### config.mk
export PLATFORM = sky130hd
export DESIGN_NAME = htw_front
export DESIGN_NICKNAME = d
export VERILOG_FILES = /design/src/hdl/htw_pkg.sv /design/src/hdl/htw_front.sv
export SDC_FILE = /design/constraint.sdc
export NUM_CORES = 1
export LEC_CHECK = 0
export BUFFER_PORTS_ARGS = -buffer_cell sky130_fd_sc_hd__buf_4
export CAP_MARGIN = 20
export CORE_MARGIN = 2
export CORE_UTILIZATION = 57
export CTS_CLUSTER_DIAMETER = 40
export DETAILED_ROUTE_END_ITERATION = 10
export GPL_TIMING_DRIVEN = 0
export PLACE_DENSITY = 0.79
export SLEW_MARGIN = 40
export SYNTH_ARGS = -nofsm -noshare
export SYNTH_HDL_FRONTEND = slang
export SYNTH_SLANG_ARGS = --single-unit
### constraint.sdc
create_clock -name i_clk -period 3.6 [get_ports i_clk]
set_input_delay 0.36 -clock i_clk [delete_from_list [all_inputs] [get_ports i_clk]]
set_output_delay 0.36 -clock i_clk [all_outputs]
set_load 0.1 [all_outputs]
### src/hdl/htw_pkg.sv
`default_nettype none
package htw_pkg;

    localparam int OP_W   = 2;
    localparam int ID_W   = 6;
    localparam int EXP_W  = 32;
    localparam int TAG_W  = 16;
    localparam int KIND_W = 3;
    localparam int PTR_W  = 7;
    localparam int IN_W   = 56;
    localparam int OUT_W  = 24;

    localparam logic [OP_W-1:0] OP_TICK  = 2'd0;
    localparam logic [OP_W-1:0] OP_ADD   = 2'd1;
    localparam logic [OP_W-1:0] OP_DEL   = 2'd2;
    localparam logic [OP_W-1:0] OP_RESCH = 2'd3;

    localparam logic [KIND_W-1:0] KIND_IDLE        = 3'd0;
    localparam logic [KIND_W-1:0] KIND_FIRED       = 3'd1;
    localparam logic [KIND_W-1:0] KIND_ACCEPT      = 3'd2;
    localparam logic [KIND_W-1:0] KIND_PENDING     = 3'd3;
    localparam logic [KIND_W-1:0] KIND_NOT_PENDING = 3'd4;

    localparam logic [PTR_W-1:0] NO_TIMER = 7'd127;

    typedef logic [2:0] t_cls;
    localparam t_cls CLS_TICK  = 3'd0;
    localparam t_cls CLS_BAD   = 3'd1;
    localparam t_cls CLS_DEL   = 3'd2;
    localparam t_cls CLS_ADD   = 3'd3;
    localparam t_cls CLS_RESCH = 3'd4;

    typedef struct packed {
        t_cls              cls;
        logic [ID_W-1:0]   id;
        logic [EXP_W-1:0]  expiry;
        logic [TAG_W-1:0]  tag;
    } t_req;

endpackage
`default_nettype wire

### src/hdl/htw_front.sv
`default_nettype none
module htw_front #(
    parameter int TIMERS = 64
) (
    input  wire                      i_clk,
    input  wire                      i_rst_n,
    input  wire                      i_valid,
    output logic                     o_ready,
    input  wire  [htw_pkg::IN_W-1:0] i_data,
    output htw_pkg::t_req            o_req,
    output logic                     o_req_valid,
    input  wire                      i_req_ready
);
    import htw_pkg::*;

    localparam int QD = 4;
    localparam logic [PTR_W-1:0] TIM_LIM = PTR_W'(TIMERS);

    t_req             r_q [QD];
    logic [1:0]       r_wp, r_rp;
    logic [2:0]       r_cnt;
    logic [OP_W-1:0]  op;
    logic [ID_W-1:0]  id;
    t_cls             cls;
    t_req             req_in;
    logic             push, pop;

    assign op = i_data[1:0];
    assign id = i_data[7:2];

    // sort the item once so the back end only branches on a class
    always_comb begin
        cls = CLS_BAD;
        if (op == OP_TICK) begin
            cls = CLS_TICK;
        end else if ({1'b0, id} < TIM_LIM) begin
            unique case (op)
                OP_ADD:  cls = CLS_ADD;
                OP_DEL:  cls = CLS_DEL;
                default: cls = CLS_RESCH;
            endcase
        end
    end

    assign req_in = '{cls: cls, id: id, expiry: i_data[39:8], tag: i_data[55:40]};

    assign o_ready     = (r_cnt != 3'(QD));
    assign o_req_valid = (r_cnt != 3'd0);
    assign o_req       = r_q[r_rp];
    assign push        = i_valid & o_ready;
    assign pop         = o_req_valid & i_req_ready;

    always_ff @(posedge i_clk) begin
        if (push) begin
            r_q[r_wp] <= req_in;
        end
    end

    always_ff @(posedge i_clk) begin
        if (!i_rst_n) begin
            r_wp  <= '0;
            r_rp  <= '0;
            r_cnt <= '0;
        end else begin
            if (push) r_wp <= r_wp + 2'd1;
            if (pop)  r_rp <= r_rp + 2'd1;
            r_cnt <= r_cnt + 3'(push) - 3'(pop);
        end
    end

endmodule
`default_nettype wire

==> results by group <==
Logic synthesis
  – Mean Syn Cell Area: 24.92 um^2
  – Largest cells by area after synthesis: edfxtp_1, mux4_2, dfxtp_1
  – #FFs+latches synth: 237
  – Sequential area share after synthesis: around four fifths
  – Synth Warn #: 0
  – Cell count after synthesis: 350
  – Area of the mapped netlist: 8723 um^2
  – Synth cell types: 21
  – Fraction of registers with async set/reset: 0%
  – Leading area contributor after synthesis: edfxtp_1
  – Synth cell count leaders: edfxtp_1, mux4_2, dfxtp_1
  – Syn Nets: around 420
  – Count leader, synth: edfxtp_1
  – Area share of the largest cell type after synthesis: 78.49%
  – Post-synth EDFFs: about 230
  – Most used DFF post-synth: edfxtp_1

STA
  – Worst Tran Pin Value: 648.6 ps
  – Final hold vios: 0
  – Slack of the critical path: 939.4 ps
  – Slew headroom: 56.76%
  – Fmax: 375.9 MHz
  – Final setup vio count: 0
  – RSZ-0062 raised after global routing: false
  – Post-layout minimum cycle time: 2661 ps
  – Clock Skew: 8.999 ps
  – Fin. max-slew vios: 0
  – Final worst-path cycle share: 73.90%

Critical path
  – Critical Path Sink Type: register
  – Required time at the worst-slack endpoint: 4000 ps
  – Worst setup SP type: register
  – WS Path Type: reg2reg
  – Worst-path maximum fanout: 7
  – FF-to-FF setup slack: 940 ps
  – Critical path arrival: 3060 ps

Placed design
  – Pre-CTS setup slack: between 900 and 1000 ps
  – Number of I/O port buffers: 117
  – Routability Congestion: 0.7207
  – Placed Area: 9927 um^2
  – Hpwl dp: 8.971 mm

Drt
  – Total Wirelength: 14.59 mm
  – WL/cell: 20.60 um
  – DR vias/cell: 5.545
  – Initial DRC count: ~270
  – Vias post-DR: 3926
  – DRC viols: 0
  – Post-route ant nets: 0
  – DR pass1 iterations: 6

Die
  – Die ar.: 16310 um^2
  – Die X-Extent: 127.7 um
  – Starting density of the core: 57.81%
  – Rows: 45
  – Die Y: 127.7 um
  – CORE AREA: 15090 um^2
  – I/O pin cnt: ~120

Global routing
  – First-pass GRT wire length: between 20 and 25 mm
  – Initial antenna violation count: 0
  – GR met3 Demand/Resource: 3.881%
  – Grt met2 use: approximately a third
  – Vias in the first global route: roughly 4300
  – Largest net degree at the start of global routing: 35
  – Total GRT Usage: a little under a fifth
  – Global route overflow: 0
  – Busiest layer in global routing: met2
  – M1 GR Usage: 24.20%

Finish
  – Area grow syn2layout: 24.20%
  – Final Net Count: 570
  – Final instance area: about 11000 um^2
  – # diodes: 0
  – Share of cells above drive strength 1: 44.42%

Clock tree
  – CTS tree: yes
  – Root buffer cell: clkbuf_16
  – Postcts setup bufs: 0
  – CTS buffer count: 28
  – Hold buffer count at CTS: 0
  – Clock Latency Late Sink: 510 ps
  – Clk slew on worst S/H paths: 60 ps
  – Clock Sinks: 237
  – CTS-repair resized insts: 0
  – CTS max path bufs: 3
  – Htree depth: 1

Min path
  – Hold Path Class: in2reg

Outcome
  – Outcome: finished clean

Flow run
  – Max-cap violations: 0
## per-layer routing
layer | share of wire [%] | vias to the layer above
li1 | - | 1772
met1 | 41 | 2019
met2 | 52 | 116
met3 | 5.7 | 19
met4 | 1.3 | 0
met5 | 0 | -
## cell usage in the layout (no fill, tap or decap), types with 2 or more instances in the layout
cell,netlist,final
and2_1,8,4
and2_4,0,4
buf_12,0,4
buf_2,4,4
buf_4,2,119
buf_6,4,4
bufinv_16,0,3
clkbuf_1,3,10
clkbuf_16,0,29
clkinv_1,0,3
clkinv_2,0,2
clkinvlp_4,0,2
dfxtp_1,9,9
edfxtp_1,228,228
ha_1,8,8
inv_1,8,8
mux2i_1,2,2
mux4_2,57,57
nand2_1,5,5
nor2b_1,2,2
xnor2_1,3,3
## through the flow
stage,std cells,setup TNS (ps),hold slack [ps],utilization (%)
after global placement,655,-40210,474.8,65.19
after floorplan,350,0,458.9,-
after detailed placement,659,0,512.7,65.79
after CTS,708,0,25.22,71.80
final,708,0,46.54,71.80
after global routing,708,0,23.36,71.80
## flip-flops by register name (all words and copies together) (netlist names), named ones only
signal  cells
r_rp        2
r_cnt       3
r_wp        2
r_q       228
## critical path, cell delays in order (launching register included)
cell	delay [ps]
dfxtp_1	440
nor2_1	100
a21boi_1	530
inv_1	120
ha_1	300
inv_1	40
ha_1	190
fa_1	380
xor2_1	160
xnor2_1	130
and2_1	160
## worst paths after layout
check | endpoint | cells after the start | start
worst max register to register | r_cnt[2] | 10 | r_cnt[1]
worst min register to register | r_wp[0] | 2 | r_wp[0]
worst min-delay path | r_q[3][15] | 1 | i_data[55]
worst max-delay path | r_cnt[2] | 10 | r_cnt[1]
## logic make-up after synthesis
logic type      Yosys count  synth area share, %
buf+inv                  21                1.391
simple gates             17                1.047
flops                   237                80.55
fa+ha+maj                 9                1.377
xor+xnor                  4               0.4017
compound gates            3               0.2869
mux                      59                14.95
## cell type report
cell class	count	area, um^2
Sequential cell	237	7027
Fill cell	894	4255
Multi-Input combinational cell	92	1585
Timing Repair Buffer	121	958.4
Clock buffer	36	752.0
Tap cell	188	235.2
Clock inverter	13	155.1
Buffer	13	91.34
Inverter	8	30.03
Power is not shown: default switching activity piles up to over one toggle a cycle in this logic, so the estimate is an artifact.
